===== src/rtl/core/ndd_pkg.sv =====
// shared types, constants and helpers for the newton divided-difference core
package ndd_pkg;

  localparam int MaxNodesDefault = 16;
  localparam int FracBitsDefault = 16;
  localparam int DataW           = 32;
  localparam int StatusW         = 3;

  localparam logic [StatusW-1:0] StOk       = 3'd0;
  localparam logic [StatusW-1:0] StNoNodes  = 3'd1;
  localparam logic [StatusW-1:0] StRepeated = 3'd2;
  localparam logic [StatusW-1:0] StSat      = 3'd3;
  localparam logic [StatusW-1:0] StDropped  = 3'd4;

  typedef struct packed {
    logic               mode;
    logic               first_point;
    logic signed [31:0] node_x;
    logic signed [31:0] node_y;
    logic signed [31:0] query_x;
  } in_item_t;

  typedef struct packed {
    logic signed [31:0] value;
    logic [2:0]         status;
  } out_item_t;

  // controller to datapath
  typedef struct packed {
    logic clear_set;
    logic latch_item;
    logic cmp_step;
    logic ld_init;
    logic div_start;
    logic div_finish;
    logic ld_commit;
    logic ev_init;
    logic ev_mul;
    logic ev_add;
    logic ev_done;
    logic mark_repeat;
    logic mark_drop;
  } ndd_cmd_t;

  // datapath to controller
  typedef struct packed {
    logic mode;
    logic full;
    logic empty;
    logic cmp_match;
    logic cmp_last;
    logic ld_last;
    logic div_busy;
    logic ev_last;
  } ndd_stat_t;

  function automatic logic signed [31:0] sat32(input logic signed [65:0] v, output logic s);
    s = 1'b0;
    if (v > 66'sd2147483647) begin
      s = 1'b1;
      sat32 = 32'sh7fffffff;
    end else if (v < -66'sd2147483648) begin
      s = 1'b1;
      sat32 = 32'sh80000000;
    end else begin
      sat32 = v[31:0];
    end
  endfunction

endpackage


===== src/rtl/core/ndd_ctrl.sv =====
// controller state machine for load and evaluate sequencing
module ndd_ctrl import ndd_pkg::*; (
  input  logic      clk,
  input  logic      rst,
  input  logic      start,
  input  logic      first_point,
  input  logic      mode,
  input  ndd_stat_t stat,
  output ndd_cmd_t  cmd,
  output logic      busy,
  output logic      done
);
  typedef enum logic [9:0] {
    S_IDLE   = 10'b0000000001,
    S_CHECK  = 10'b0000000010,
    S_CMP    = 10'b0000000100,
    S_INIT   = 10'b0000001000,
    S_DSTART = 10'b0000010000,
    S_DWAIT  = 10'b0000100000,
    S_EINIT  = 10'b0001000000,
    S_EMUL   = 10'b0010000000,
    S_EADD   = 10'b0100000000,
    S_EOUT   = 10'b1000000000
  } state_t;

  state_t state, state_next;
  logic   wait1;

  always_comb begin
    cmd = '0;
    state_next = state;
    unique case (state)
      S_IDLE: if (start) begin
        cmd.latch_item = 1'b1;
        cmd.clear_set  = !mode && first_point;
        state_next = S_CHECK;
      end
      S_CHECK: begin
        if (stat.mode) state_next = S_EINIT;
        else if (stat.full) begin
          cmd.mark_drop = 1'b1; state_next = S_IDLE;
        end else state_next = S_CMP;
      end
      S_CMP: begin
        if (stat.cmp_last) state_next = S_INIT;
        else if (stat.cmp_match) begin
          cmd.mark_repeat = 1'b1; state_next = S_IDLE;
        end else cmd.cmp_step = 1'b1;
      end
      S_INIT: begin
        cmd.ld_init = 1'b1; state_next = S_DSTART;
      end
      S_DSTART: begin
        if (stat.ld_last) begin
          cmd.ld_commit = 1'b1; state_next = S_IDLE;
        end else begin
          cmd.div_start = 1'b1; state_next = S_DWAIT;
        end
      end
      S_DWAIT: if (!stat.div_busy && wait1) begin
        cmd.div_finish = 1'b1; state_next = S_DSTART;
      end
      S_EINIT: begin
        if (stat.empty) state_next = S_EOUT;
        else begin
          cmd.ev_init = 1'b1; state_next = S_EMUL;
        end
      end
      S_EMUL: begin
        if (stat.ev_last) state_next = S_EOUT;
        else begin
          cmd.ev_mul = 1'b1; state_next = S_EADD;
        end
      end
      S_EADD: begin
        cmd.ev_add = 1'b1; state_next = S_EMUL;
      end
      S_EOUT: begin
        cmd.ev_done = 1'b1; state_next = S_IDLE;
      end
      default: state_next = S_IDLE;
    endcase
  end

  always_ff @(posedge clk) begin
    if (rst) begin
      state <= S_IDLE;
      wait1 <= 1'b0;
      busy  <= 1'b0;
    end else begin
      state <= state_next;
      wait1 <= (state == S_DWAIT);
      busy  <= (state_next != S_IDLE);
    end
  end
  assign done = (state == S_EOUT);
endmodule

===== config.mk =====
export PLATFORM = sky130hd
export DESIGN_NAME = ndd_ctrl
export DESIGN_NICKNAME = d
export VERILOG_FILES = /design/src/rtl/core/ndd_pkg.sv /design/src/rtl/core/ndd_ctrl.sv
export SDC_FILE = /design/constraint.sdc
export NUM_CORES = 1
export LEC_CHECK = 0
export ABC_AREA = 0
export ABC_CLOCK_PERIOD_IN_PS = 2500
export BUFFER_PORTS_ARGS = -buffer_cell sky130_fd_sc_hd__buf_2
export CAP_MARGIN = 20
export CORE_MARGIN = 1.5
export CORE_UTILIZATION = 40
export CTS_CLUSTER_DIAMETER = 30
export DETAILED_ROUTE_END_ITERATION = 10
export GPL_TIMING_DRIVEN = 0
export PLACE_DENSITY_LB_ADDON = 0.25
export SKIP_CTS_REPAIR_TIMING = 1
export SYNTH_ARGS = -nofsm -noshare
export SYNTH_HDL_FRONTEND = slang
export SYNTH_SLANG_ARGS = --single-unit

===== constraint.sdc =====
create_clock -name clk -period 2.5 [get_ports clk]
set_input_delay 0.125 -clock clk [delete_from_list [all_inputs] [get_ports clk]]
set_output_delay 0.125 -clock clk [all_outputs]
set_load 0.1 [all_outputs]

==> metrics.md <==
| Metric | Value |
|---|---|
| Status | `finished clean` |
| Starting Density | `0.4275` |
| Sequential power share | `0.436` |
| Worst-Margin Slew | `0.4893 ns` |
| Initial antenna violation count | `0` |
| Final min period | `2.320 ns` |
| Cell count after placement | `approximately 140` |
| Number of flops mapped to enable cells by yosys | `0` |
| Latest clock arrival within the worst-skew pair | `0.27 ns` |
| Number of port buffers | `27` |
| DIE AREA | `2112 sq um` |
| Sw power | `roughly 0.15 mW` |
| Non-Filler Instances | `140` |
| Post-DRT Antenna Nets | `0` |
| Setup crit end kind | `output pin` |
| TritonRoute pass-1 iters | `3` |
| Slew Viols, Final | `0` |
| Clk root buf | `clkbuf_4` |
| Clock Pin Slew Worst Setup and Hold Paths | `0.08 ns` |
| Post-Route WL | `1.728 mm` |
| # Max-Cap Violations | `0` |
| FMAX | `around 0.43 GHz` |
| CP Launch Type | `flop` |
| Residual DRC | `0` |
| RSZ-0062 raised after global routing | `no` |
| Area Overhead vs Synth | `34.92%` |
| Internal power | `0.3167 mW` |
| Ant diodes | `0` |
| Comb power frac | `0.228` |
| Die Wd | `45.96 um` |
| CTS tree | `yes` |
| Vias | `722` |
| Flops & latches, synth | `12` |
| Flop2flop setup slack | `0.62 ns` |
| Data required time of the worst path | `between 2 and 2.5 ns` |
| First-pass GRT wire length | `2.787 mm` |
| Register area share after synthesis | `0.3254` |
| Grt ovf | `0` |
| Setup TNS | `0 ns` |
| Worst rel slew slack | `0.6760` |
| Synth cell types | `35` |
| Syn nets | `97` |
| Vias per cell | `5.157` |
| Synth Flop Type | `dfxtp_1` |
| Area leader, netlist | `dfxtp_1` |
| Number of H-tree levels | `1` |
| Yosys top cell area share | `0.3254` |
| CP arrival | `2.19 ns` |
| Largest net degree at the start of global routing | `11` |
| Mean area per synthesized cell | `8.788 sq um` |
| Fin. Hold Viols | `0` |
| Switch share | `0.3239` |
| Peak VDD IR | `0.0002942 V` |
| Vias in the first global route | `~660` |
| I/O Pins | `28` |
| Worst Skew | `approximately 0.0044 ns` |
| Final HPWL from detailed placement | `1.359 mm` |
| Seq. cell area | `240.2 sq um` |
| Routed wire per std cell | `12.34 um` |
| Max clock buf depth | `2` |
| Minimum hold slack | `0.05444 ns` |
| Share of post-route cells with drive strength above 1 | `0.4348` |
| Asr flop ratio synth | `0` |
| CTS buffer count | `3` |
| Gpl congestion | `0.8260` |
| Nets@finish | `roughly 130` |
| Crit-path max FO | `10` |
| Area contributors post-synth | `dfxtp_1 33%, nor3_1 7.5%, o21ba_2 4.1%, nor3b_1 4.1%, nand2b_1 3.4%` |
| PwrDens | `470.3 nW/um^2` |
| Worst hold path type | `in2reg` |
| Lkg Pwr | `0.4188 nW` |
| Site row count | `15` |
| Tot GR Track Use | `0.1834` |
| Pwr Total | `0.4684 mW` |
| Fill cells | `177` |
| Core area | `around 1700 sq um` |
| Multi-input gate area | `523.0 sq um` |
| Fin crit share | `0.9280` |
| Clock power frac | `0.336` |
| Final setup fails | `0` |
| Yosys Warn Count | `0` |
| Die height | `45.96 um` |
| Finished Core Util | `0.5768` |
| Setup CP Type | `reg2out` |
| Starting DRT DRC Count | `10` |
| Cells after Synth | `84` |
| Mapped cell area | `about 740 sq um` |
| Clock Sinks | `12` |
## routing by layer
layer  GRT usage  wire (um)  up-vias
met4     0.07429         15        0
met2      0.3167        830       16
met1      0.2260        811      327
met5           0          0        -
li1            -          -      377
met3     0.02381         70        2
## power by group through the flow
stage | sequential [mW] | combinational (mW) | clock [mW]
6_report | 0.204 | 0.107 | 0.158
5_1_grt | 0.205 | 0.115 | 0.171
4_1_cts | 0.204 | 0.107 | 0.160
3_5_place_dp | 0.208 | 0.107 | 0
3_3_place_gp | 0.208 | 0.105 | 0
2_1_floorplan | 0.222 | 0.0650 | 0
## worst paths after layout
check / from / endpoint / cells after the start
max: state[1] / cmd[10] / 6
max reg2reg: state[0] / state[0] / 5
min: stat[0] / state[8] / 2
min reg2reg: state[5] / wait1 / 2
## area by class of cell
class,instances,share of cell area
inverter,3,0.01131
clock buffer,4,0.03643
sequential,12,0.2412
buffer,3,0.01633
multi-input combinational,66,0.5251
timing repair buffer,27,0.1382
tap,25,0.03141
## per-stage QoR
stage / area (sq um) / setup slack, ns
after detailed placement: 957.2 / 0.3789
final: 996.0 / 0.1800
after global placement: 957.2 / 0.4539
after global routing: 996.0 / 0.04063
after floorplan: 790.8 / -0.6295
after CTS: 993.5 / 0.07405
## synth_stat cells, types with 2 or more instances
cell type   n
and4b_1     2
dfxtp_1    12
inv_1       3
nand2_1     5
nand2b_1    4
nand3b_1    2
nand4b_1    2
nor2_1      5
nor2b_1     3
nor3_1     11
nor3b_1     4
nor4_1      3
o21ai_0     3
o21ba_2     3
o22ai_1     2
## placed cells by master, fill, tap and decap left out, types with 2 or more instances in the layout
| cell | count |
|---|---|
| nand4b_1 | 2 |
| nand2_1 | 5 |
| nand2b_1 | 4 |
| buf_2 | 27 |
| and4b_1 | 2 |
| nor3_2 | 3 |
| clkbuf_4 | 4 |
| dfxtp_1 | 12 |
| o21ba_2 | 3 |
| o21ai_0 | 3 |
| nand3b_1 | 2 |
| nor2b_1 | 3 |
| nor2_1 | 5 |
| nor3b_1 | 2 |
| nor3b_2 | 2 |
| nor4_4 | 2 |
| nor4_1 | 2 |
| inv_1 | 3 |
| o22ai_1 | 2 |
| nor3_1 | 8 |
## worst max-delay path, stage by stage, from the launching register on
cell and delay, ns:
dfxtp_1 0.30, buf_2 0.18, nor3_2 0.24, and3b_2 0.26
nand4b_1 0.28, nor3_4 0.21, buf_2 0.45
## sequential cells by signal, indices dropped and copies added, names as in the netlist
signal,flops
wait1,1
state,10
busy,1
## cell families (layout without fill, tap and decap cells)
logic type	count (synthesis)	count (layout)	share of synthesized area
buffers and inverters	6	37	0.03728
AND/OR/NAND/NOR	51	51	0.4780
XOR/XNOR	1	1	0.01187
flip-flops	12	12	0.3254
AO/OA/AOI/OAI	14	14	0.1475
Note: power is estimated with default switching activity, not from simulation.
